## config.mk

```make
export PLATFORM = sky130hd
export DESIGN_NAME = msgpack_stream_tokenizer
export DESIGN_NICKNAME = d
export VERILOG_FILES = /design/src/hdl/msgtok_pkg.sv /design/src/hdl/msgpack_stream_tokenizer.sv /design/src/hdl/msgtok_decode.sv
export SDC_FILE = /design/constraint.sdc
export NUM_CORES = 2
export LEC_CHECK = 0
export ABC_CLOCK_PERIOD_IN_PS = 10400
export BUFFER_PORTS_ARGS = -buffer_cell sky130_fd_sc_hd__buf_2
export CAP_MARGIN = 20
export CORE_MARGIN = 1
export CORE_UTILIZATION = 50
export DETAILED_ROUTE_END_ITERATION = 12
export GPL_TIMING_DRIVEN = 1
export PLACE_DENSITY = 0.71
export REMOVE_ABC_BUFFERS = 1
export SKIP_CTS_REPAIR_TIMING = 1
export SLEW_MARGIN = 20
export SYNTH_ARGS = -nofsm -noshare
export SYNTH_HDL_FRONTEND = slang
export SYNTH_SLANG_ARGS = --single-unit
```

## constraint.sdc

```tcl
create_clock -name aclk -period 10.4 [get_ports aclk]
set_input_delay 0.52 -clock aclk [delete_from_list [all_inputs] [get_ports aclk]]
set_output_delay 0.52 -clock aclk [all_outputs]
set_load 0.005 [all_outputs]
```

## src/hdl/msgtok_pkg.sv

```systemverilog
// ----------------------------------------------------------------------------
// MessagePack tokenizer package
// Shared types, tag codes and decode helpers for the stream tokenizer.
// ----------------------------------------------------------------------------
package msgtok_pkg;

    localparam int MAX_NESTING_DEF = 16;

    localparam int BYTE_W  = 8;
    localparam int LEN_W   = 32;
    localparam int VALUE_W = 64;
    localparam int DEPTH_W = 5;
    localparam int REM_W   = 33;
    localparam int OPN_W   = 4;

    localparam logic [7:0] TAG_NIL     = 8'hc0;
    localparam logic [7:0] TAG_FALSE   = 8'hc2;
    localparam logic [7:0] TAG_TRUE    = 8'hc3;
    localparam logic [7:0] TAG_F32     = 8'hca;
    localparam logic [7:0] TAG_F64     = 8'hcb;
    localparam logic [7:0] TAG_U8      = 8'hcc;
    localparam logic [7:0] TAG_U16     = 8'hcd;
    localparam logic [7:0] TAG_U32     = 8'hce;
    localparam logic [7:0] TAG_U64     = 8'hcf;
    localparam logic [7:0] TAG_I8      = 8'hd0;
    localparam logic [7:0] TAG_I16     = 8'hd1;
    localparam logic [7:0] TAG_I32     = 8'hd2;
    localparam logic [7:0] TAG_I64     = 8'hd3;
    localparam logic [7:0] TAG_STR8    = 8'hd9;
    localparam logic [7:0] TAG_STR16   = 8'hda;
    localparam logic [7:0] TAG_STR32   = 8'hdb;
    localparam logic [7:0] TAG_ARR16   = 8'hdc;
    localparam logic [7:0] TAG_ARR32   = 8'hdd;
    localparam logic [7:0] TAG_MAP16   = 8'hde;
    localparam logic [7:0] TAG_MAP32   = 8'hdf;
    localparam logic [7:0] TAG_POSMAX  = 8'h7f;
    localparam logic [7:0] TAG_NEGMIN  = 8'he0;

    typedef enum logic [1:0] {
        PH_IDLE,
        PH_TAG,
        PH_OPER,
        PH_STR
    } phase_t;

    typedef enum logic [2:0] {
        SQ_IDLE,
        SQ_EXEC,
        SQ_POP,
        SQ_POPW,
        SQ_EMIT
    } seq_t;

    typedef enum logic [3:0] {
        TK_NIL     = 4'd0,
        TK_BOOL    = 4'd1,
        TK_UINT    = 4'd2,
        TK_INT     = 4'd3,
        TK_F32     = 4'd4,
        TK_F64     = 4'd5,
        TK_STRHDR  = 4'd6,
        TK_STRBYTE = 4'd7,
        TK_ARRAY   = 4'd8,
        TK_MAP     = 4'd9,
        TK_END     = 4'd10,
        TK_ERROR   = 4'd11
    } tkind_t;

    typedef enum logic [2:0] {
        ERR_NONE  = 3'd0,
        ERR_DEEP  = 3'd1,
        ERR_TRUNC = 3'd2,
        ERR_TAG   = 3'd3,
        ERR_LEN   = 3'd4,
        ERR_KEY   = 3'd5,
        ERR_TRAIL = 3'd6
    } err_t;

    typedef enum logic [2:0] {
        ACT_NONE,
        ACT_VALUE,
        ACT_CONT,
        ACT_STR,
        ACT_FAIL,
        ACT_LOAD
    } act_code_t;

    typedef struct packed {
        tkind_t               kind;
        logic [VALUE_W-1:0]   value;
        logic [DEPTH_W-1:0]   depth;
        logic                 key;
        err_t                 err;
    } tok_t;

    typedef struct packed {
        act_code_t            code;
        tkind_t               kind;
        logic [VALUE_W-1:0]   value;
        logic                 is_map;
        logic [LEN_W-1:0]     len;
        err_t                 err;
        logic [OPN_W-1:0]     nbytes;
    } act_t;

    // Returns the operand byte count in the low bits and an unsupported flag on top.
    function automatic logic [OPN_W:0] operand_bytes(input logic [7:0] tag);
        logic [OPN_W:0] r;
        r = '0;
        if (tag > 8'hbf && tag < TAG_NEGMIN) begin
            case (tag) inside
                TAG_NIL, TAG_FALSE, TAG_TRUE:                           r = 5'd0;
                TAG_U8, TAG_I8, TAG_STR8:                               r = 5'd1;
                TAG_U16, TAG_I16, TAG_STR16, TAG_ARR16, TAG_MAP16:      r = 5'd2;
                TAG_F32, TAG_U32, TAG_I32, TAG_STR32, TAG_ARR32,
                TAG_MAP32:                                              r = 5'd4;
                TAG_F64, TAG_U64, TAG_I64:                              r = 5'd8;
                default:                                                r = 5'h10;
            endcase
        end
        return r;
    endfunction

    function automatic logic is_string_tag(input logic [7:0] tag);
        return (tag[7:5] == 3'b101) || tag == TAG_STR8 || tag == TAG_STR16
            || tag == TAG_STR32;
    endfunction

endpackage

```

## src/hdl/msgpack_stream_tokenizer.sv

```systemverilog
// ----------------------------------------------------------------------------
// MessagePack stream tokenizer
// Parses one MessagePack body byte per word and emits value tokens, keeping
// the open containers on a stack held in a synchronous memory.
// ----------------------------------------------------------------------------
//  Channel  Direction  tdata (low bit first)                       tuser   tlast
//  s_       in         data_byte, body_length                      kind    -
//  m_       out        token_kind, token_value, token_depth,       -       last_of_run
//                      is_map_key, error_code
//
// A word is accepted in the idle state and parsed in the next cycle; a word without a
// token then returns to idle, and a string byte that leaves its string open passes
// through the emit state. A word that completes a value passes through the pop state
// before its one or two tokens are emitted. Each container closed by that value adds
// a stack memory read in the pop-wait state, the outermost one only another pop step.
// Reset clears the control state; the stack memory is not cleared. A stalled
// result channel holds the block after the parse cycle until the tokens drain.
// ----------------------------------------------------------------------------
module msgpack_stream_tokenizer #(
    parameter int MAX_NESTING = msgtok_pkg::MAX_NESTING_DEF
) (
    input  logic        aclk,
    input  logic        aresetn,
    input  logic        s_tvalid,
    output logic        s_tready,
    input  logic [39:0] s_tdata,   // data_byte, body_length
    input  logic        s_tuser,   // kind
    output logic        m_tvalid,
    input  logic        m_tready,
    output logic [79:0] m_tdata,   // token_kind, token_value, token_depth, is_map_key,
                                   // error_code, zero fill
    output logic        m_tlast
);

    localparam int LW = $clog2(MAX_NESTING + 1);
    localparam int SD = (MAX_NESTING < 2) ? 2 : MAX_NESTING;
    localparam int IW = $clog2(SD);
    localparam int RW = msgtok_pkg::REM_W;

    msgtok_pkg::seq_t   seq_reg, seq_next;
    msgtok_pkg::phase_t phase_reg, phase_next;
    logic [LW-1:0]      level_reg, level_next;
    logic [RW-1:0]      top_rem_reg, top_rem_next;
    logic               top_map_reg, top_map_next;
    logic [7:0]         tag_reg, tag_next;
    logic [63:0]        accum_reg, accum_next;
    logic [3:0]         left_reg, left_next;
    logic [31:0]        str_left_reg, str_left_next;
    logic [31:0]        body_left_reg, body_left_next;
    msgtok_pkg::tok_t   tok1_reg, tok1_next, tok2_reg, tok2_next;
    logic [1:0]         tcnt_reg, tcnt_next;
    logic               m_tvalid_reg, m_tvalid_next;
    logic [79:0]        m_tdata_reg, m_tdata_next;
    logic               m_tlast_reg, m_tlast_next;
    logic               in_kind_reg;
    logic [7:0]         in_byte_reg;
    logic [31:0]        in_len_reg;

    logic [RW:0]        stack_mem [SD];
    logic [RW:0]        rd_data_reg;
    logic               push_we;
    logic [IW-1:0]      wr_idx, rd_idx;

    msgtok_pkg::act_t   act;
    logic [31:0]        bl;
    logic [3:0]         left_dec;
    logic [63:0]        accum_shift;
    logic               key_pos;
    logic [RW-1:0]      pop_dec;
    logic               exec_complete, exec_have, pop_done, pop_to_read;
    logic               out_free;
    logic [msgtok_pkg::DEPTH_W-1:0] depth_now;

    assign s_tready = (seq_reg == msgtok_pkg::SQ_IDLE);
    assign m_tvalid = m_tvalid_reg;
    assign m_tdata  = m_tdata_reg;
    assign m_tlast  = m_tlast_reg;
    assign out_free = !m_tvalid_reg || m_tready;

    assign bl          = body_left_reg - 32'(body_left_reg != '0);
    assign left_dec    = left_reg - 4'(left_reg != '0);
    assign accum_shift = {accum_reg[55:0], in_byte_reg};
    assign key_pos     = (level_reg != '0) && top_map_reg && !top_rem_reg[0];
    assign pop_dec     = top_rem_reg - RW'(top_rem_reg != '0);
    assign depth_now   = msgtok_pkg::DEPTH_W'(level_reg);
    assign wr_idx      = IW'(level_reg - LW'(1));
    assign rd_idx      = IW'(level_reg - LW'(2));
    assign pop_done    = (level_reg == '0) || (pop_dec != '0);
    assign pop_to_read = (level_reg != LW'(1));

    msgtok_decode u_decode (
        .phase     (phase_reg),
        .data_byte (in_byte_reg),
        .tag_held  (tag_reg),
        .operand   (accum_shift),
        .body_rem  (bl),
        .key_pos   (key_pos),
        .act       (act)
    );

    // Parse datapath.
    always_comb begin
        phase_next     = phase_reg;
        level_next     = level_reg;
        top_rem_next   = top_rem_reg;
        top_map_next   = top_map_reg;
        tag_next       = tag_reg;
        accum_next     = accum_reg;
        left_next      = left_reg;
        str_left_next  = str_left_reg;
        body_left_next = body_left_reg;
        tok1_next      = tok1_reg;
        tok2_next      = tok2_reg;
        tcnt_next      = tcnt_reg;
        m_tvalid_next  = m_tvalid_reg && !m_tready;
        m_tdata_next   = m_tdata_reg;
        m_tlast_next   = m_tlast_reg;
        push_we        = 1'b0;
        exec_complete  = 1'b0;
        exec_have      = 1'b0;

        case (seq_reg)
            msgtok_pkg::SQ_EXEC: begin
                tok1_next.kind  = msgtok_pkg::TK_ERROR;
                tok1_next.value = '0;
                tok1_next.depth = depth_now;
                tok1_next.key   = 1'b0;
                tok1_next.err   = msgtok_pkg::ERR_NONE;
                if (!in_kind_reg) begin
                    level_next     = '0;
                    body_left_next = in_len_reg;
                    str_left_next  = '0;
                    left_next      = '0;
                    accum_next     = '0;
                    tag_next       = '0;
                    if (in_len_reg == '0) begin
                        exec_have       = 1'b1;
                        tok1_next.depth = '0;
                        tok1_next.err   = msgtok_pkg::ERR_TRUNC;
                        phase_next      = msgtok_pkg::PH_IDLE;
                    end else begin
                        phase_next = msgtok_pkg::PH_TAG;
                    end
                end else if (phase_reg == msgtok_pkg::PH_STR) begin
                    body_left_next  = bl;
                    exec_have       = 1'b1;
                    tok1_next.kind  = msgtok_pkg::TK_STRBYTE;
                    tok1_next.value = {56'd0, in_byte_reg};
                    str_left_next   = str_left_reg - 32'(str_left_reg != '0);
                    exec_complete   = (str_left_next == '0);
                end else if (phase_reg == msgtok_pkg::PH_OPER && left_dec != '0) begin
                    body_left_next = bl;
                    accum_next     = accum_shift;
                    left_next      = left_dec;
                end else if (phase_reg != msgtok_pkg::PH_IDLE) begin
                    body_left_next = bl;
                    accum_next     = accum_shift;
                    left_next      = left_dec;
                    tok1_next.key  = key_pos;
                    case (act.code)
                        msgtok_pkg::ACT_FAIL: begin
                            exec_have     = 1'b1;
                            tok1_next.err = act.err;
                            tok1_next.key = 1'b0;
                            phase_next    = msgtok_pkg::PH_IDLE;
                        end
                        msgtok_pkg::ACT_LOAD: begin
                            tag_next   = in_byte_reg;
                            accum_next = '0;
                            left_next  = act.nbytes;
                            phase_next = msgtok_pkg::PH_OPER;
                        end
                        msgtok_pkg::ACT_VALUE: begin
                            exec_have       = 1'b1;
                            exec_complete   = 1'b1;
                            tok1_next.kind  = act.kind;
                            tok1_next.value = act.value;
                        end
                        msgtok_pkg::ACT_STR: begin
                            exec_have = 1'b1;
                            if (act.len > bl) begin
                                tok1_next.err = msgtok_pkg::ERR_TRUNC;
                                tok1_next.key = 1'b0;
                                phase_next    = msgtok_pkg::PH_IDLE;
                            end else begin
                                tok1_next.kind  = msgtok_pkg::TK_STRHDR;
                                tok1_next.value = {32'd0, act.len};
                                if (act.len == '0) begin
                                    exec_complete = 1'b1;
                                end else begin
                                    str_left_next = act.len;
                                    phase_next    = msgtok_pkg::PH_STR;
                                end
                            end
                        end
                        msgtok_pkg::ACT_CONT: begin
                            exec_have = 1'b1;
                            if (act.is_map ? (act.len > (bl >> 1)) : (act.len > bl)) begin
                                tok1_next.err = msgtok_pkg::ERR_LEN;
                                tok1_next.key = 1'b0;
                                phase_next    = msgtok_pkg::PH_IDLE;
                            end else if (act.len != '0 && level_reg == LW'(MAX_NESTING)) begin
                                tok1_next.err = msgtok_pkg::ERR_DEEP;
                                tok1_next.key = 1'b0;
                                phase_next    = msgtok_pkg::PH_IDLE;
                            end else begin
                                tok1_next.kind  = act.is_map ? msgtok_pkg::TK_MAP
                                                             : msgtok_pkg::TK_ARRAY;
                                tok1_next.value = {32'd0, act.len};
                                if (act.len == '0) begin
                                    exec_complete = 1'b1;
                                end else begin
                                    push_we      = (level_reg != '0);
                                    top_rem_next = act.is_map ? {act.len, 1'b0}
                                                              : {1'b0, act.len};
                                    top_map_next = act.is_map;
                                    level_next   = level_reg + LW'(1);
                                    phase_next   = msgtok_pkg::PH_TAG;
                                end
                            end
                        end
                        default: begin
                        end
                    endcase
                end
                tcnt_next = {1'b0, exec_have};
            end
            msgtok_pkg::SQ_POP: begin
                tok2_next.kind  = msgtok_pkg::TK_ERROR;
                tok2_next.value = '0;
                tok2_next.depth = depth_now;
                tok2_next.key   = 1'b0;
                tok2_next.err   = msgtok_pkg::ERR_NONE;
                if (level_reg != '0) begin
                    top_rem_next = pop_dec;
                    if (pop_dec == '0) begin
                        level_next = level_reg - LW'(1);
                    end
                end
                if (pop_done) begin
                    if (level_reg == '0) begin
                        tcnt_next  = 2'd2;
                        phase_next = msgtok_pkg::PH_IDLE;
                        if (body_left_reg == '0) begin
                            tok2_next.kind = msgtok_pkg::TK_END;
                        end else begin
                            tok2_next.err = msgtok_pkg::ERR_TRAIL;
                        end
                    end else if (body_left_reg == '0) begin
                        tcnt_next     = 2'd2;
                        tok2_next.err = msgtok_pkg::ERR_TRUNC;
                        phase_next    = msgtok_pkg::PH_IDLE;
                    end else begin
                        phase_next = msgtok_pkg::PH_TAG;
                    end
                end
            end
            msgtok_pkg::SQ_POPW: begin
                top_rem_next = rd_data_reg[RW-1:0];
                top_map_next = rd_data_reg[RW];
            end
            msgtok_pkg::SQ_EMIT: begin
                if (out_free) begin
                    m_tvalid_next = 1'b1;
                    m_tdata_next  = {3'b000, tok1_reg.err, tok1_reg.key, tok1_reg.depth,
                                     tok1_reg.value, tok1_reg.kind};
                    m_tlast_next  = (tcnt_reg == 2'd1);
                    tok1_next     = tok2_reg;
                    tcnt_next     = tcnt_reg - 2'd1;
                end
            end
            default: begin
            end
        endcase
    end

    // Sequencer next state.
    always_comb begin
        seq_next = seq_reg;
        case (seq_reg)
            msgtok_pkg::SQ_IDLE: begin
                if (s_tvalid) begin
                    seq_next = msgtok_pkg::SQ_EXEC;
                end
            end
            msgtok_pkg::SQ_EXEC: begin
                if (exec_complete) begin
                    seq_next = msgtok_pkg::SQ_POP;
                end else if (exec_have) begin
                    seq_next = msgtok_pkg::SQ_EMIT;
                end else begin
                    seq_next = msgtok_pkg::SQ_IDLE;
                end
            end
            msgtok_pkg::SQ_POP: begin
                if (pop_done) begin
                    seq_next = msgtok_pkg::SQ_EMIT;
                end else if (pop_to_read) begin
                    seq_next = msgtok_pkg::SQ_POPW;
                end
            end
            msgtok_pkg::SQ_POPW: seq_next = msgtok_pkg::SQ_POP;
            msgtok_pkg::SQ_EMIT: begin
                if (out_free && tcnt_reg == 2'd1) begin
                    seq_next = msgtok_pkg::SQ_IDLE;
                end
            end
            default: seq_next = msgtok_pkg::SQ_IDLE;
        endcase
    end

    always_ff @(posedge aclk) begin
        if (push_we) begin
            stack_mem[wr_idx] <= {top_map_reg, top_rem_reg};
        end
        rd_data_reg <= stack_mem[rd_idx];
    end

    always_ff @(posedge aclk) begin
        if (!aresetn) begin
            seq_reg       <= msgtok_pkg::SQ_IDLE;
            phase_reg     <= msgtok_pkg::PH_IDLE;
            level_reg     <= '0;
            tcnt_reg      <= '0;
            m_tvalid_reg  <= 1'b0;
            body_left_reg <= '0;
            str_left_reg  <= '0;
            left_reg      <= '0;
            accum_reg     <= '0;
            tag_reg       <= '0;
        end else begin
            seq_reg       <= seq_next;
            phase_reg     <= phase_next;
            level_reg     <= level_next;
            tcnt_reg      <= tcnt_next;
            m_tvalid_reg  <= m_tvalid_next;
            body_left_reg <= body_left_next;
            str_left_reg  <= str_left_next;
            left_reg      <= left_next;
            accum_reg     <= accum_next;
            tag_reg       <= tag_next;
        end
    end

    always_ff @(posedge aclk) begin
        top_rem_reg <= top_rem_next;
        top_map_reg <= top_map_next;
        tok1_reg    <= tok1_next;
        tok2_reg    <= tok2_next;
        m_tdata_reg <= m_tdata_next;
        m_tlast_reg <= m_tlast_next;
        if (s_tvalid && s_tready) begin
            in_kind_reg <= s_tuser;
            in_byte_reg <= s_tdata[7:0];
            in_len_reg  <= s_tdata[39:8];
        end
    end

`ifndef SYNTHESIS
    a_level_bound: assert property (@(posedge aclk) disable iff (!aresetn)
        level_reg <= LW'(MAX_NESTING))
        else $error("nesting level above limit");

    a_popw_level: assert property (@(posedge aclk) disable iff (!aresetn)
        seq_reg == msgtok_pkg::SQ_POPW |-> level_reg != '0 && $past(seq_reg) == msgtok_pkg::SQ_POP)
        else $error("stack read without an open level");

    a_end_token: assert property (@(posedge aclk) disable iff (!aresetn)
        m_tvalid && m_tdata[3:0] == msgtok_pkg::TK_END |-> m_tlast && m_tdata[72:68] == '0)
        else $error("end token not last or not at depth zero");

    a_error_last: assert property (@(posedge aclk) disable iff (!aresetn)
        m_tvalid && m_tdata[3:0] == msgtok_pkg::TK_ERROR |-> m_tlast && m_tdata[76:74] != '0)
        else $error("error token malformed");
`endif

endmodule

```

## src/hdl/msgtok_decode.sv

```systemverilog
// ----------------------------------------------------------------------------
// MessagePack tag and operand decoder
// Turns a tag byte, or a finished operand, into one parser action.
// ----------------------------------------------------------------------------
module msgtok_decode (
    input  msgtok_pkg::phase_t     phase,
    input  logic [7:0]             data_byte,
    input  logic [7:0]             tag_held,
    input  logic [63:0]            operand,
    input  logic [31:0]            body_rem,
    input  logic                   key_pos,
    output msgtok_pkg::act_t       act
);

    logic [msgtok_pkg::OPN_W:0] nb;

    always_comb begin
        act = '0;
        act.code = msgtok_pkg::ACT_NONE;
        act.kind = msgtok_pkg::TK_NIL;
        act.err = msgtok_pkg::ERR_NONE;
        nb = msgtok_pkg::operand_bytes(data_byte);
        if (phase == msgtok_pkg::PH_TAG) begin
            if (nb[msgtok_pkg::OPN_W]) begin
                act.code = msgtok_pkg::ACT_FAIL;
                act.err = msgtok_pkg::ERR_TAG;
            end else if (nb != '0 && body_rem < 32'(nb)) begin
                act.code = msgtok_pkg::ACT_FAIL;
                act.err = msgtok_pkg::ERR_TRUNC;
            end else if (key_pos && !msgtok_pkg::is_string_tag(data_byte)) begin
                act.code = msgtok_pkg::ACT_FAIL;
                act.err = msgtok_pkg::ERR_KEY;
            end else if (nb != '0) begin
                act.code = msgtok_pkg::ACT_LOAD;
                act.nbytes = nb[msgtok_pkg::OPN_W-1:0];
            end else if (data_byte <= msgtok_pkg::TAG_POSMAX) begin
                act.code = msgtok_pkg::ACT_VALUE;
                act.kind = msgtok_pkg::TK_UINT;
                act.value = {56'd0, data_byte};
            end else if (data_byte[7:4] == 4'h8 || data_byte[7:4] == 4'h9) begin
                act.code = msgtok_pkg::ACT_CONT;
                act.is_map = (data_byte[7:4] == 4'h8);
                act.len = {28'd0, data_byte[3:0]};
            end else if (data_byte[7:5] == 3'b101) begin
                act.code = msgtok_pkg::ACT_STR;
                act.len = {27'd0, data_byte[4:0]};
            end else if (data_byte >= msgtok_pkg::TAG_NEGMIN) begin
                act.code = msgtok_pkg::ACT_VALUE;
                act.kind = msgtok_pkg::TK_INT;
                act.value = {{56{data_byte[7]}}, data_byte};
            end else if (data_byte == msgtok_pkg::TAG_NIL) begin
                act.code = msgtok_pkg::ACT_VALUE;
                act.kind = msgtok_pkg::TK_NIL;
            end else begin
                act.code = msgtok_pkg::ACT_VALUE;
                act.kind = msgtok_pkg::TK_BOOL;
                act.value = {63'd0, data_byte == msgtok_pkg::TAG_TRUE};
            end
        end else begin
            act.code = msgtok_pkg::ACT_VALUE;
            act.value = operand;
            act.len = operand[31:0];
            case (tag_held) inside
                msgtok_pkg::TAG_F32: begin
                    act.kind = msgtok_pkg::TK_F32;
                    act.value = {32'd0, operand[31:0]};
                end
                msgtok_pkg::TAG_F64: act.kind = msgtok_pkg::TK_F64;
                [msgtok_pkg::TAG_U8:msgtok_pkg::TAG_U64]: act.kind = msgtok_pkg::TK_UINT;
                msgtok_pkg::TAG_I8: begin
                    act.kind = msgtok_pkg::TK_INT;
                    act.value = {{56{operand[7]}}, operand[7:0]};
                end
                msgtok_pkg::TAG_I16: begin
                    act.kind = msgtok_pkg::TK_INT;
                    act.value = {{48{operand[15]}}, operand[15:0]};
                end
                msgtok_pkg::TAG_I32: begin
                    act.kind = msgtok_pkg::TK_INT;
                    act.value = {{32{operand[31]}}, operand[31:0]};
                end
                msgtok_pkg::TAG_I64: act.kind = msgtok_pkg::TK_INT;
                [msgtok_pkg::TAG_STR8:msgtok_pkg::TAG_STR32]: act.code = msgtok_pkg::ACT_STR;
                msgtok_pkg::TAG_ARR16, msgtok_pkg::TAG_ARR32: begin
                    act.code = msgtok_pkg::ACT_CONT;
                    act.is_map = 1'b0;
                end
                msgtok_pkg::TAG_MAP16, msgtok_pkg::TAG_MAP32: begin
                    act.code = msgtok_pkg::ACT_CONT;
                    act.is_map = 1'b1;
                end
                default: begin
                    act.code = msgtok_pkg::ACT_FAIL;
                    act.err = msgtok_pkg::ERR_TAG;
                end
            endcase
        end
    end

endmodule

```

==> impl_metrics.toml <==
[logic_synthesis]
synthAdderAreaFrac = 0.02545
yosysSeqAreaShare = 0.6402
ys_ff_latch = 961
synth_xor_area_frac = 0.01761
netlist_instances = 3014
synth_compound_area_frac = 0.09112
syn-cell-area_sq_mm = 0.04228
yosys_most_used_dff = "edfxtp_1"
synth_top_family_by_area = "simple AND/OR/NAND/NOR gates"
async_flop_share = 0
ys_types = 95
syn_avg_cell_area_sq_um = 14.03
synth_mux_area_frac = 0.1004
synth-simple-area-share = 0.1005
synth_edf_count = 782
ys_warn_count = 0

[layout]
diodes = 0
utilization = 0.5667
largest_reg_flops = 544
fin_area_sq_mm = 0.04742
drive_gt1_frac = 0.1785
nNetsFinal = 3224
synthToLayoutAreaGrowth_pct = 12.17
final_common_cell = "edfxtp_1"
fillers = 6473
seq_area_sq_mm = 0.02707
multi_input_area_sq_mm = 0.01437
mostFrequentLayoutCells = "782 x edfxtp_1, 265 x nor2_1, 177 x dfxtp_1"

[setup_path]
cpMostUsedCell = "ha_1"
crit_fanout = 21
crit_type = "register to register"
required_ns = 10.74
path_buf_inv = 2
cp-end-kind = "register"
path_delay_family = "simple AND/OR/NAND/NOR gates"
cp_slowest_cell = "or3_1"
path_cells = "or4_1 > or3_1 > nor4_1 > inv_1 > ha_1 > ha_1 > nor4b_4 > nand3_4 > nor3_1 > xnor2_1 > ha_1 > and4_1 > nand4_1 > or4_1 > mux2_2 > a21boi_1 > a21boi_4 > nand3_1 > or3_1 > nor3_2 > buf_4"
cp.arrival_ns = 8.02
critPathMaxStageDelay_ns = 0.72
critPathLaunchType = "register"

[placed_design]
place_area_sq_mm = 0.04400
place.port_buffers = 124
dp_hpwl_microns = 72740
gp_congestion = 0.9720

[sta]
maxSlewHeadroom = 0.2526
period_needed_ns = 7.682
final_hold_viol_count = 0
rsz0062_at_grt = "false"
max_freq_mhz = 130.2
fin_crit_sh = 0.7387
setup_violations = 0
drv_slew = 0
skew_ns = 0.01807
tightest_slew_ns = 1.120

[cts]
clockBufferDepth = 3
clock_latency_ns = 0.67
ctsRootBufferMaster = "clkbuf_16"
cts-buffers-inserted = 96
numClockSinks = 961
h-tree-depth = 3
path_clk_slew_ns = 0.06
cts_tree = "built"

[detailed_routing]
vias_per_cell = 6.287
ant_nets = 0
drc = 0
firstDrtPassIters = 6
drt_iter0_drc = 3232
wl_per_cell_microns = 25.91
wirelength_microns = 111700
num_vias = 27100

[die]
initial_core_util = 0.5052
core_sq_mm = 0.08369
fp.dieW_microns = 292.8
die_area_sq_mm = 0.08572
ios = 128
placementRows = 106
die_h_microns = 292.8

[global_routing]
antenna_found_initial = 3
grt_pass1_wl_microns = 167800
grt_max_degree = 103
grt_pass1_vias = 26540
grt_overflow = 0
grtUsageTotal = 0.2598

[power]
p_total_mw = 8.797
p_leak_nw = 15.53
power-per-cell-area_mw_per_mm2 = 185.5
vdd_drop_max_v = 0.0001690

[flow_run]
cap_violations = 0

[worst_hold_path]
hold_class = "primary input to register"

[status]
status = "completed"
==> per-layer routing <==
metal  wire [microns]  vias up  GRT usage
met5               13        -          0
met4             3580        2    0.08913
met3             8532      213    0.04325
met2            53040     1223     0.4119
met1            46480    13730     0.3650
li1                 -    11920          -
==> final timing paths <==
path	startpoint	to	slack, ns	cells after the start
hold reg to reg	tok1_reg[14]	m_tdata[9]	0.42	0
setup reg to reg	body_left_reg[24]	stack_mem[12][20]	2.72	21
hold / removal	s_tdata[24]	in_len_reg[16]	0.03	1
setup / recovery	body_left_reg[24]	stack_mem[12][20]	2.72	21
==> worst register-to-register path: stages (launching register included) <==
cell and delay, ns:
dfxtp_1 0.37, or4_1 0.61, or3_1 0.39, nor4_1 0.37
inv_1 0.19, ha_1 0.27, ha_1 0.24, nor4b_4 0.18
nand3_4 0.21, nor3_1 0.09, xnor2_1 0.45, ha_1 0.25
and4_1 0.25, nand4_1 0.17, or4_1 0.55, mux2_2 0.26
a21boi_1 0.20, a21boi_4 0.26, nand3_1 0.34, or3_1 0.72
nor3_2 0.56, buf_4 0.42
==> power by group <==
group          switching (mW)  leakage, nW  internal (mW)
registers              0.0533         8.56           4.17
clock network            1.49         1.61           2.12
logic                   0.618         5.36          0.345
==> metrics by stage <==
| stage | TNS [ns] | hold WS, ns | setup WS [ns] | std cells |
|---|---|---|---|---|
| after floorplan | -995.94 | 0.4003 | -2.928 | 2828 |
| after global placement | 0 | 0.4038 | 2.951 | 4126 |
| after detailed placement | 0 | 0.4045 | 2.797 | 4127 |
| after CTS | 0 | -0.005717 | 2.766 | 4308 |
| after global routing | 0 | 0.01336 | 2.359 | 4310 |
| final | 0 | 0.03094 | 2.718 | 4310 |
==> final cells by class <==
type / count / share of cell area
sequential: 961 / 0.5709
multi-input combinational: 1806 / 0.3029
clock buffer: 123 / 0.05538
tap: 1134 / 0.02992
timing repair buffer: 167 / 0.02100
clock inverter: 58 / 0.01501
inverter: 61 / 0.004855
==> logic make-up (layout without fill, tap and decap cells) <==
family | count (synthesis) | count (layout)
multiplexers | 211 | 211
AND/OR/NAND/NOR | 832 | 832
adder cells (fa/ha/maj) | 86 | 86
XOR/XNOR | 85 | 85
flip-flops | 961 | 961
buffers and inverters | 249 | 409
other | 1 | 3
AO/OA/AOI/OAI | 589 | 589
==> cell usage after synthesis, drive strengths merged (29+ instances only) <==
master / n / share of area
clkbuf: 136 / 0.012
a211oi: 29 / 0.0051
nand3: 46 / 0.0060
nand2: 164 / 0.015
a22oi: 73 / 0.013
ha: 86 / 0.025
a21oi: 156 / 0.019
mux4: 170 / 0.091
edfxtp: 782 / 0.56
nor4: 50 / 0.0083
inv: 59 / 0.0052
nor2: 269 / 0.024
mux2i: 37 / 0.0088
xor2: 39 / 0.0081
o21ai: 140 / 0.017
nand4: 33 / 0.0049
dfxtp: 179 / 0.085
xnor2: 46 / 0.0095
nor3: 84 / 0.011
and2: 37 / 0.0055
buf: 52 / 0.0072
No activity file was read; power rests on OpenSTA's default activity.
